## config.mk

```make
export PLATFORM = sky130hd
export DESIGN_NAME = skst_ctrl
export DESIGN_NICKNAME = d
export VERILOG_FILES = /design/src/rtl/core/skst_pkg.sv /design/src/rtl/core/skst_ctrl.sv
export SDC_FILE = /design/constraint.sdc
export NUM_CORES = 1
export LEC_CHECK = 0
export BUFFER_PORTS_ARGS = -buffer_cell sky130_fd_sc_hd__buf_2
export CAP_MARGIN = 10
export CORE_UTILIZATION = 40
export DETAILED_ROUTE_END_ITERATION = 7
export PLACE_DENSITY = 0.66
export SETUP_SLACK_MARGIN = 0.3
export SLEW_MARGIN = 20
export SYNTH_ARGS = -nofsm -noshare
export SYNTH_HDL_FRONTEND = slang
export SYNTH_SLANG_ARGS = --single-unit
```

## constraint.sdc

```tcl
create_clock -name clock -period 4.2 [get_ports clock]
set_clock_uncertainty 0.15 [all_clocks]
set_input_delay 0.21 -clock clock [delete_from_list [all_inputs] [get_ports clock]]
set_output_delay 0.21 -clock clock [all_outputs]
set_load 0.005 [all_outputs]
```

## src/rtl/core/skst_pkg.sv

```systemverilog
// Shared types and constants for the sorted keyed strength table.
package skst_pkg;

   localparam int unsigned CapacityDefault = 64;
   localparam logic [15:0] ScaleReset = 16'hFFFF;

   typedef enum logic [1:0] {
      MODE_REGISTER = 2'd0,
      MODE_DELTA    = 2'd1,
      MODE_POLICY   = 2'd2,
      MODE_LOOKUP   = 2'd3
   } mode_type;

   typedef enum logic [2:0] {
      ST_OK       = 3'd0,
      ST_ZERO_KEY = 3'd1,
      ST_FULL     = 3'd2,
      ST_DUP      = 3'd3,
      ST_MISSING  = 3'd4
   } status_type;

   // controller -> datapath commands
   typedef struct packed {
      logic latch;      // capture the request
      logic scan_rd;    // issue a read of the scan index
      logic scan_step;  // advance the scan index
      logic shift_rd;   // read the entry below the shift index
      logic shift_wr;   // write the shifted entry
      logic ins_wr;     // write the new entry at the found place
      logic upd_wr;     // write back the updated entry
      logic fin_rd;     // read the found entry for the result
      logic respond;    // drive the result
      status_type status;
   } cmd_type;

   // datapath -> controller status
   typedef struct packed {
      logic       zero_key;
      logic       full;
      logic       scan_end;   // scan index reached the count
      logic       hit;        // registered entry equals key
      logic       past;       // registered entry exceeds key
      logic       shift_done; // shift index reached the insert place
      mode_type   mode;
   } stat_type;

endpackage

```

## src/rtl/core/skst_ctrl.sv

```systemverilog
// Controller state machine of the sorted keyed strength table.
module skst_ctrl
   import skst_pkg::*;
(
   input  logic     clock,
   input  logic     reset,
   input  logic     start,
   output logic     busy,
   input  stat_type stat,
   output cmd_type  cmd
);

   typedef enum logic [3:0] {
      S_IDLE, S_CHECK, S_SCAN_RD, S_SCAN_CMP, S_SHIFT_RD, S_SHIFT_WR,
      S_INSERT, S_UPDATE, S_FIN_RD, S_RESP_OK, S_RESP_ERR
   } state_type;

   state_type  state_ff;
   status_type err_ff;

   always_ff @(posedge clock) begin
      if (reset) begin
         state_ff <= S_IDLE;
         err_ff   <= ST_OK;
      end else begin
         case (state_ff)
            S_IDLE: if (start) state_ff <= S_CHECK;
            S_CHECK: begin
               if (stat.mode == MODE_REGISTER && stat.zero_key) begin
                  err_ff <= ST_ZERO_KEY; state_ff <= S_RESP_ERR;
               end else if (stat.mode == MODE_REGISTER && stat.full) begin
                  err_ff <= ST_FULL; state_ff <= S_RESP_ERR;
               end else begin
                  state_ff <= S_SCAN_RD;
               end
            end
            S_SCAN_RD: begin
               if (stat.scan_end) begin
                  if (stat.mode == MODE_REGISTER) state_ff <= S_SHIFT_RD;
                  else begin err_ff <= ST_MISSING; state_ff <= S_RESP_ERR; end
               end else begin
                  state_ff <= S_SCAN_CMP;
               end
            end
            S_SCAN_CMP: begin
               if (stat.hit) begin
                  if (stat.mode == MODE_REGISTER) begin
                     err_ff <= ST_DUP; state_ff <= S_RESP_ERR;
                  end else begin
                     state_ff <= S_UPDATE;
                  end
               end else if (stat.past) begin
                  if (stat.mode == MODE_REGISTER) state_ff <= S_SHIFT_RD;
                  else begin err_ff <= ST_MISSING; state_ff <= S_RESP_ERR; end
               end else begin
                  state_ff <= S_SCAN_RD;
               end
            end
            S_SHIFT_RD: state_ff <= stat.shift_done ? S_INSERT : S_SHIFT_WR;
            S_SHIFT_WR: state_ff <= S_SHIFT_RD;
            S_INSERT:   state_ff <= S_FIN_RD;
            S_UPDATE:   state_ff <= S_FIN_RD;
            S_FIN_RD:   state_ff <= S_RESP_OK;
            S_RESP_OK:  state_ff <= S_IDLE;
            S_RESP_ERR: state_ff <= S_IDLE;
            default:    state_ff <= S_IDLE;
         endcase
      end
   end

   always_comb begin
      cmd = '0;
      cmd.status    = (state_ff == S_RESP_ERR) ? err_ff : ST_OK;
      cmd.latch     = (state_ff == S_IDLE) && start;
      cmd.scan_rd   = (state_ff == S_SCAN_RD) && !stat.scan_end;
      cmd.scan_step = (state_ff == S_SCAN_CMP) && !stat.hit && !stat.past;
      cmd.shift_rd  = (state_ff == S_SHIFT_RD) && !stat.shift_done;
      cmd.shift_wr  = (state_ff == S_SHIFT_WR);
      cmd.ins_wr    = (state_ff == S_INSERT);
      cmd.upd_wr    = (state_ff == S_UPDATE);
      cmd.fin_rd    = (state_ff == S_FIN_RD);
      cmd.respond   = (state_ff == S_RESP_OK) || (state_ff == S_RESP_ERR);
   end

   assign busy = (state_ff != S_IDLE);

`ifndef SYNTHESIS
   a_resp_ends: assert property (@(posedge clock) disable iff (reset)
      cmd.respond |=> !busy)
      else $error("result not followed by idle");
   a_latch_idle: assert property (@(posedge clock) disable iff (reset)
      cmd.latch |=> state_ff == S_CHECK)
      else $error("accept did not enter check");
   a_ok_path: assert property (@(posedge clock) disable iff (reset)
      state_ff == S_RESP_OK |-> $past(state_ff) == S_FIN_RD)
      else $error("ok result without final read");
   a_err_code: assert property (@(posedge clock) disable iff (reset)
      state_ff == S_RESP_ERR |-> err_ff != ST_OK)
      else $error("error result with ok code");
`endif

endmodule

```

; ---- Word level (Yosys, flattened, before mapping)
; Cells that the tools add are included.
[totals]
input_bits = 11
output_inout_bits = 13
regBits = 7
wordCells = 54
[classes]
n_eq_ne = 15
mux = 19
n_reduce_logical = 18
[ops]
columns = op, n
row1 = 4-bit two-way mux, 8
row2 = 4-bit case mux with 8 select lines, 1
row3 = 3-bit two-way mux, 8
row4 = "4-bit by 3-bit equality test with 1-bit output, second input constant", 4
row5 = "4-bit equality test, second input constant", 3
row6 = "3-bit inequality test, second input constant", 3
row7 = 3-bit case mux with 3 select lines, 1
row8 = "4-bit by 2-bit equality test with 1-bit output, second input constant", 2
row9 = 1-bit logical AND, 7
row10 = 5-bit AND reduction, 1
row11 = "4-bit by 1-bit equality test with 1-bit output, second input constant", 1
row12 = 1-bit logical NOT, 4
row13 = 4-bit logical NOT, 1
row14 = "2-bit inequality test, second input constant", 2
row15 = 4-bit nonzero test, 1
row16 = 3-bit nonzero test, 1
row17 = 2-bit logical NOT, 1
row18 = 2-bit two-way mux, 1
row19 = 2-bit OR reduction, 1
row20 = 1-bit logical OR, 1

; ---- Longest topological paths before layout
; Gate-level depths: netlist of run 1.
[logic_depth]
word_depth = 5
ltp_mapped = 6
mapped_depth_nobuf = 4

; ---- Worst setup path after synthesis of run 1
; Ideal clock, no wire load.
[synth_path]
path_type = flip-flop to flip-flop
startpoint = register state_ff[0]
endpoint = register err_ff[0]
setup_slack_ns = 2.483
synth_period_minus_slack_ns = 1.717
arrival_time_ns = 1.476
path_stages_with_launch = 6
setup_ns = 0.091
required_time_ns = 3.959
path_cell_list = dfxtp_1 > buf_4 > or4b_4 > o32ai_4 > a21oi_1 > a311oi_1
[synth_between]
elab_chain_cells = 3
elab_cells_between_ends = 10
classes_between = 7 x eq/ne / 1 x mux / 2 x reduce/logical
[synth_lines]
columns = element, line_no
row1 = from (decl), skst_ctrl.sv:18  ; state_type state_ff;
row2 = from (signal assigned), skst_ctrl.sv:59  ; S_SHIFT_RD: state_ff <= stat.shift_done ? S_INSERT : S_SHIFT_WR;
row3 = 4-bit by 1-bit equality test with 1-bit output / 4-bit by 2-bit equality test with 1-bit output (equally long branches), skst_ctrl.sv:26  ; case (state_ff)
row4 = 3-bit inequality test (no line) (tied with other cells), --
row5 = 5-bit AND reduction (no line), --
row6 = to (signal assigned), skst_ctrl.sv:24  ; err_ff <= ST_OK;
row7 = to (signal assigned), skst_ctrl.sv:30  ; err_ff <= ST_ZERO_KEY; state_ff <= S_RESP_ERR;
row8 = to (signal assigned), skst_ctrl.sv:32  ; err_ff <= ST_FULL; state_ff <= S_RESP_ERR;
row9 = to (decl), skst_ctrl.sv:19  ; status_type err_ff;
; Parallel ways exist; a longest one is shown, timed or not.
; A chain may end at the register's enable or synchronous reset.

==> metrics, run 1 <==
outcome=finished clean; vias per cell=5.56; Detailed Routing Iterations Pass 1=4; Die X-Extent=41.7 um; # DRC=0; CP Class=reg2out; DP Area=731 um^2; setup bufs post-CTS=0; post-synth top area cell=dfxtp_1; DP HPWL=1090 um; R2R Path Start=state_ff[0]$_SDFFE_PP0P_; H-tree levels=1; area grow syn2layout=20.3%; Clk pin slew, worst setup/hold paths=0.06 ns; asr flop ratio synth=0; HP Start=reset; Worst Hold Class=in2reg; layout cell share with drive strength beyond 1=0.271; WHS Path Cells=2; TritonCTS clock tree=built; setup TNS=0 ns; Startpoint Class=register; DRT antenna net count=0; share of the synthesized area in the top cell type=0.223; clock root cell=clkbuf_4; Worst-Skew Late Latency=0.26 ns; number of I/O port buffers=23; yosys warns=0; Chip Height=41.7 um; Yosys cell types=34; CP arrival=1.74 ns; EDFF count, synth=0; initial antenna violation count=0; final number of hold-violating endpoints=0; vias in the first global route=560; Crit. End Element=output pin; Main synth FF type=dfxtp_1; fin area=757 um^2; top post-synthesis cells by count=a21oi_1 (7), dfxtp_1 (7), nor2_1 (7), nor3_1 (5); die area=1740 um^2; Cells after Synth=87; Initial Util=0.455; cell area power density=560 nW/um^2; filler cell count=146; clock sinks=7; Worst-Margin Slew=0.531 ns; setup violators final=0; RePlAce Congestion=0.839; Worst Hold End=err_ff[0]$_SDFFE_PP0P_; drt first-iter violations=9; final hold slack=0.0246 ns; synthesized area per cell=7.23 um^2; n_diodes=0; Max Clk Rate=0.475 GHz; Slew Limit Fails=0; CORE AREA=1380 um^2; Vias=678; io pins=24; Final Cycle Share=0.501; RSZ-0062 raised after global routing=no; post-layout min period=2.10 ns; post_cts resized=0; Syn Std Cell Area=629 um^2; R2R depth=4; nets@finish=119; reg2reg setup slack=2.11 ns; worst-path fanout max=16; WP data required=3.84 ns; syn nets=98; number of synthesized register bits=7; Slew Limit Headroom=0.645; synth top area cells=dfxtp_1 (22%), a21oi_1 (5.6%), nor3b_1 (4.8%); max_cap viols=0; dpl ws=2.13 ns; All-Layer GR Usage=0.181; CTS Buffer Depth=2; post-synthesis sequential area ratio=0.223; wire per inst=12.0 um; largest net degree at the start of global routing=20; total wire length=1460 um; CTS Buf Count=3; Core Util, Final=0.548; P_leak=0.000329 uW; first-pass GRT wire length=2410 um; row cnt=13; Max VDD drop=0.229 mV; r2r endpoint=err_ff[0]$_SDFFE_PP0P_; Post-CTS Hold Fix Bufs=0; total global routing overflow=0; Final Worst Setup Slack=2.10 ns
==> critical path: stages, from the launching register on <==
cell     delay, ns
dfxtp_1       0.61
or3b_2        0.59
nor3_1        0.15
buf_2         0.14
==> power breakdown <==
part	switching, uW	total (uW)	internal, uW	leakage (uW)
combinational	105	214	109	0.000256
sequential	55.9	147	91.2	0.0000572
clock	26.2	62.6	36.4	0.0000150
==> stage by stage <==
| stage | std cells | total power (uW) |
|---|---|---|
| 2_1_floorplan | 87 | 315 |
| 3_3_place_gp | 118 | 360 |
| 3_5_place_dp | 118 | 361 |
| 4_1_cts | 122 | 426 |
| 5_1_grt | 122 | 462 |
| 6_report | 122 | 424 |
==> cells in the final DEF, fill, tap and decap left out, types with 2 or more instances in the layout <==
master,instances
nand2b_1,3
inv_1,4
nand2_1,4
nor3b_1,4
a211o_1,2
nor3_1,5
clkbuf_4,3
nor2b_1,2
and3_1,3
a21oi_1,7
a31oi_1,4
nor2_1,7
buf_2,23
dfxtp_1,7
or2_1,3
nand3_1,4
o21ai_0,4
a211oi_1,2
==> metal layers <==
layer  track usage  wire length (um)  part of all wire
met1         0.249               759              0.52
met2         0.259               626              0.43
met3        0.0261                51             0.035
met4         0.116                21             0.014
met5             0                 0                 0
==> final cells by class <==
type                       count  area (um^2)  share of cell area
clock buffer                   4         26.3              0.0347
inverter                       4         15.0              0.0198
multi-input combinational     69          442               0.583
sequential                     7          140               0.185
tap                           15         18.8              0.0248
timing repair buffer          23          115               0.152
==> registers in the layout, summed over array words and instances (netlist names) <==
name / cells
state_ff: 4
err_ff: 3
==> how the worst max path moves through the flow <==
stage                             start                endpoint  slack, ns  depth (start not counted)
3_5_place_dp   state_ff[0]$_SDFFE_PP0P_  err_ff[0]$_SDFFE_PP0P_       2.13                          4
6_report       state_ff[1]$_SDFFE_PP0P_                 cmd[10]       2.10                          3
4_1_cts        state_ff[1]$_SDFFE_PP0P_                 cmd[10]       2.09                          3
2_1_floorplan  state_ff[0]$_SDFFE_PP0P_  err_ff[0]$_SDFFE_PP0P_       2.48                          5
5_1_grt        state_ff[0]$_SDFFE_PP0P_  err_ff[2]$_SDFFE_PP0P_       1.97                          4
3_3_place_gp   state_ff[0]$_SDFFE_PP0P_  err_ff[0]$_SDFFE_PP0P_       2.16                          4
==> logic make-up after synthesis <==
family / synth area share
compound gates: 0.278
xor+xnor: 0.0139
buf+inv: 0.0755
flops: 0.223
simple gates: 0.410
Power figures use the tool's default switching activity.
==> run 2: changes to the inputs <==
- ABC_AREA: unset -> 1
- PLACE_DENSITY: 0.66 -> 0.69
- clock period: 4.2 -> 1.9 ns (I/O delays scaled with it)
==> metrics, run 2 <==
outcome=finished clean; Max VDD drop=0.631 mV; worst-path fanout max=6; initial antenna violation count=0; Largest Register=state_ff; nets@finish=156; final number of hold-violating endpoints=0; setup TNS=0 ns; syn nets=126; CTS Buf Count=3; clock sinks=7; Largest regs=state_ff x4, err_ff x3; Slew Limit Fails=0; RSZ-0062 raised after global routing=yes; Detailed Routing Iterations Pass 1=4; post-synthesis xor/xnor area fraction=0; H-tree levels=1; Initial Util=0.449; clock root cell=clkbuf_4; Worst-Skew Late Latency=0.25 ns; CORE AREA=1370 um^2; dpl ws=0.449 ns; RePlAce Congestion=0.890; largest net degree at the start of global routing=8; EDFF count, synth=0; vias per cell=4.81; Worst-Margin Slew=0.283 ns; Crit. End Element=register; setup bufs post-CTS=0; commonest non-fill, non-tap cell in the layout=nand2_1; share of the synthesized area in the top cell type=0.229; Final Worst Setup Slack=0.394 ns; TritonCTS clock tree=built; Simple-Gate Fraction of Synth Area=0.533; CTS Buffer Depth=2; number of I/O port buffers=23; die area=1690 um^2; wire per inst=9.49 um; CP arrival=1.50 ns; Max Clk Rate=0.664 GHz; DRT antenna net count=0; Die X-Extent=41.2 um; # DRC=0; post-synth top area cell=dfxtp_1; io pins=24; top post-synthesis cells by count=nand2_1 (27), nor2_1 (26), inv_1 (21), nand3_1 (10), dfxtp_1 (7); largest family of logic cells by synthesized area=simple AND/OR/NAND/NOR gates; total wire length=1510 um; commonest non-fill, non-tap cells in the layout=nand2_1 (27), nor2_1 (23), buf_2 (23), inv_1 (20), nand3_1 (9); Worst Hold Class=in2reg; WP data required=1.89 ns; row cnt=13; Final Cycle Share=0.792; cell area power density=1210 nW/um^2; post-synthesis sequential area ratio=0.229; first-pass GRT wire length=2390 um; synth top area cells=dfxtp_1 (23%), nand2_1 (17%), nor2_1 (16%); layout cell share with drive strength beyond 1=0.278; post-synthesis adder-cell area fraction=0; vias in the first global route=619; Clk pin slew, worst setup/hold paths=0.05 ns; P_leak=0.000464 uW; n_diodes=0; Main synth FF type=dfxtp_1; max_cap viols=0; count leader, synth=nand2_1; synthesized area per cell=5.33 um^2; CP Class=reg2reg; Slew Limit Headroom=0.811; filler cell count=144; Startpoint Class=register; area grow syn2layout=31.6%; Yosys cell types=17; final hold slack=0.0377 ns; setup violators final=0; Chip Height=41.2 um; post-synthesis mux area share=0; Synth Area in Compound Gates=0.104; asr flop ratio synth=0; DP HPWL=1240 um; All-Layer GR Usage=0.210; drt first-iter violations=14; post-layout min period=1.51 ns; yosys warns=0; total global routing overflow=0; Power, Total=977 uW; Cells after Synth=115; max reg flops=4; Vias=765; Syn Std Cell Area=613 um^2; number of synthesized register bits=7
run 2: repair_timing:
| item | 4_1_cts | 5_1_grt |
|---|---|---|
| hold endpoints to repair | 1 | 0 |
| hold buffers | 2 | 0 |
| setup endpoints to repair | 0 | 13 |
| resized for setup | 0 | 6 |
run 2: cells by family after synthesis:
logic type / count (synthesis)
compound gates: 11
simple gates: 75
buf+inv: 22
flops: 7
run 2: power by group:
| part | switching [uW] | internal (uW) |
|---|---|---|
| Combinational | 358 | 210 |
| Clock | 52.4 | 80.0 |
| Sequential | 64.9 | 212 |
run 2: layout make-up:
cell class	instances	area [um^2]	share of cell area
tap	15	18.8	0.0233
multi-input combinational	86	403	0.499
inverter	22	82.6	0.102
clock buffer	4	26.3	0.0326
sequential	7	141	0.175
timing repair buffer	25	135	0.167
run 2: stage by stage:
stage	util	std cells	area [um^2]
finish	0.591	159	807
global route	0.591	159	807
CTS	0.581	159	793
detailed placement	0.547	153	747
global placement	0.547	153	747
floorplan	-	115	613
run 2: layer usage:
layer,vias up,track usage,share of wire,wire [um]
met5,-,0,0,0
met4,0,0,0,0
met3,0,0.0652,0.058,87
met2,20,0.387,0.47,711
met1,327,0.250,0.47,711
li1,418,-,-,-
run 2: worst max-delay path, stage by stage (launching register included):
cell     delay, ns
dfxtp_1       0.48
inv_1         0.10
nor2_1        0.13
nand2_1       0.12
nor2_1        0.15
nor2_2        0.06
nand2_2       0.08
nand2_1       0.05
nand2_1       0.05
nor2_1        0.04
run 2: path summary, 6_finish.rpt:
path,slack (ns),start,cells after the start,endpoint
worst max register to register,0.39,state_ff[0]$_SDFFE_PP0P_,9,err_ff[0]$_SDFFE_PP0P_
worst min-delay path,0.04,start,3,state_ff[0]$_SDFFE_PP0P_
worst max-delay path,0.39,state_ff[0]$_SDFFE_PP0P_,9,err_ff[0]$_SDFFE_PP0P_
worst min register to register,0.30,err_ff[2]$_SDFFE_PP0P_,2,err_ff[2]$_SDFFE_PP0P_
==> run 3: changes to the inputs <==
- PLACE_DENSITY: 0.69 -> 0.67
- clock period: 1.9 -> 1.49 ns (I/O delays scaled with it)
==> metrics, run 3 (synthesis results as in run 2) <==
outcome=finished clean; CP arrival=1.39 ns; Clk pin slew, worst setup/hold paths=0.06 ns; CTS Buffer Depth=2; crit path cell chain=nand2_4 -> nor2_4 -> nand2_2 -> nand2_2 -> inv_2 -> nand2_2 -> nand2_1 -> nand2_1 -> nor2_1; CP most frequent cell=nand2_2; WP data required=1.49 ns; RSZ-0062 raised after global routing=yes; Worst-Skew Late Latency=0.25 ns; total global routing overflow=0; setup violators final=0; cell area power density=1680 nW/um^2; DRT antenna net count=0; vias in the first global route=624; total wire length=1980 um; row cnt=13; CORE AREA=1370 um^2; placed insts=153; max_cap viols=0; crit path launch=state_ff[0]$_SDFFE_PP0P_; Vias=859; RePlAce Congestion=0.834; R2R Path Start=state_ff[0]$_SDFFE_PP0P_; largest net degree at the start of global routing=8; Max VDD drop=0.951 mV; switching pwr=839 uW; worst-path fanout max=6; Final Worst Setup Slack=0.103 ns; die area=1690 um^2; commonest non-fill, non-tap cells in the layout=buf_2 (22), nand2_1 (20), nor2_1 (17), inv_1 (15); HP Start=start; layout cell share with drive strength beyond 1=0.494; CTS Buf Count=3; Startpoint Class=register; io pins=24; vias per cell=5.08; Largest Register=state_ff; H-tree levels=1; CP Class=reg2reg; number of I/O port buffers=23; max reg flops=4; Comb pwr share=0.657; switch share=0.485; Max Clk Rate=0.721 GHz; Worst-Margin Slew=0.301 ns; Final Cycle Share=0.931; Slew Limit Headroom=0.799; All-Layer GR Usage=0.240; final number of hold-violating endpoints=0; filler cell count=119; post-layout min period=1.39 ns; TritonCTS clock tree=built; Clk pwr share=0.103; # DRC=0; fin area=1030 um^2; setup TNS=0 ns; drt first-iter violations=11; Die X-Extent=41.2 um; n_diodes=0; Initial Util=0.449; P_leak=0.000545 uW; Largest regs=state_ff x4, err_ff x3; max incr delay on CP=0.42 ns; Slew Limit Fails=0; Chip Height=41.2 um; dpl ws=0.101 ns; register share of total power=0.240; area grow syn2layout=68.4%; wire per inst=11.7 um; commonest non-fill, non-tap cell in the layout=buf_2; critical path's slowest cell=dfxtp_4; clock sinks=7; clock root cell=clkbuf_4; nets@finish=166; DP HPWL=1270 um; Post-Layout Cell Count=169; DP Area=767 um^2; first-pass GRT wire length=2640 um; Crit. End Element=register; Detailed Routing Iterations Pass 1=4; internal power=890 uW; Worst Hold Class=in2reg; initial antenna violation count=0
[run 3: worst max-delay path: cells and delay by family (launching register included)]
kind | cells | cell delay [ns]
DFF | 1 | 0.42
buffers and inverters | 1 | 0.04
and+or+nand+nor | 8 | 0.69
[run 3: metrics by stage]
stage | hold slack [ns] | util | total power [uW]
after floorplan | -0.0161 | - | 903
after global placement | 0.0929 | 0.561 | 1090
after detailed placement | 0.0908 | 0.561 | 1100
after CTS | 0.00420 | 0.701 | 1580
after global routing | 0.0393 | 0.755 | 1890
final | 0.0159 | 0.755 | 1730
[run 3: power groups by stage]
stage	Clock (uW)	Sequential, uW	Combinational (uW)
floorplan	0	350	553
global route	196	424	1270
global placement	0	374	719
detailed placement	0	371	725
CTS	182	406	991
finish	178	415	1140
[run 3: final timing paths]
path | endpoint | slack [ns] | cells after the start
hold reg to reg | err_ff[2]$_SDFFE_PP0P_ | 0.30 | 2
hold / removal | state_ff[0]$_SDFFE_PP0P_ | 0.02 | 3
setup / recovery | err_ff[0]$_SDFFE_PP0P_ | 0.10 | 9
setup reg to reg | err_ff[0]$_SDFFE_PP0P_ | 0.10 | 9
[run 3: area by class of cell]
type	instances	area (um^2)	share of cell area
Tap cell	15	18.8	0.0182
Multi-Input combinational cell	86	515	0.499
Timing Repair Buffer	35	224	0.217
Inverter	22	92.6	0.0897
Sequential cell	7	155	0.150
Clock buffer	4	26.3	0.0255
[run 3: routing by layer]
layer | wire, um | track usage | up-vias
met5 | 0 | 0 | -
li1 | - | - | 440
met3 | 93 | 0.0815 | 0
met4 | 0 | 0 | 0
met2 | 1000 | 0.438 | 28
met1 | 883 | 0.286 | 391
[run 3: what timing repair did]
action / 4_1_cts / 5_1_grt
pin swaps: 8 / 9
endpoints found under the hold margin: 1 / 0
hold buffers: 2 / 0
setup endpoints to repair: 20 / 20
resized for setup: 29 / 14
buffers inserted: 7 / 3
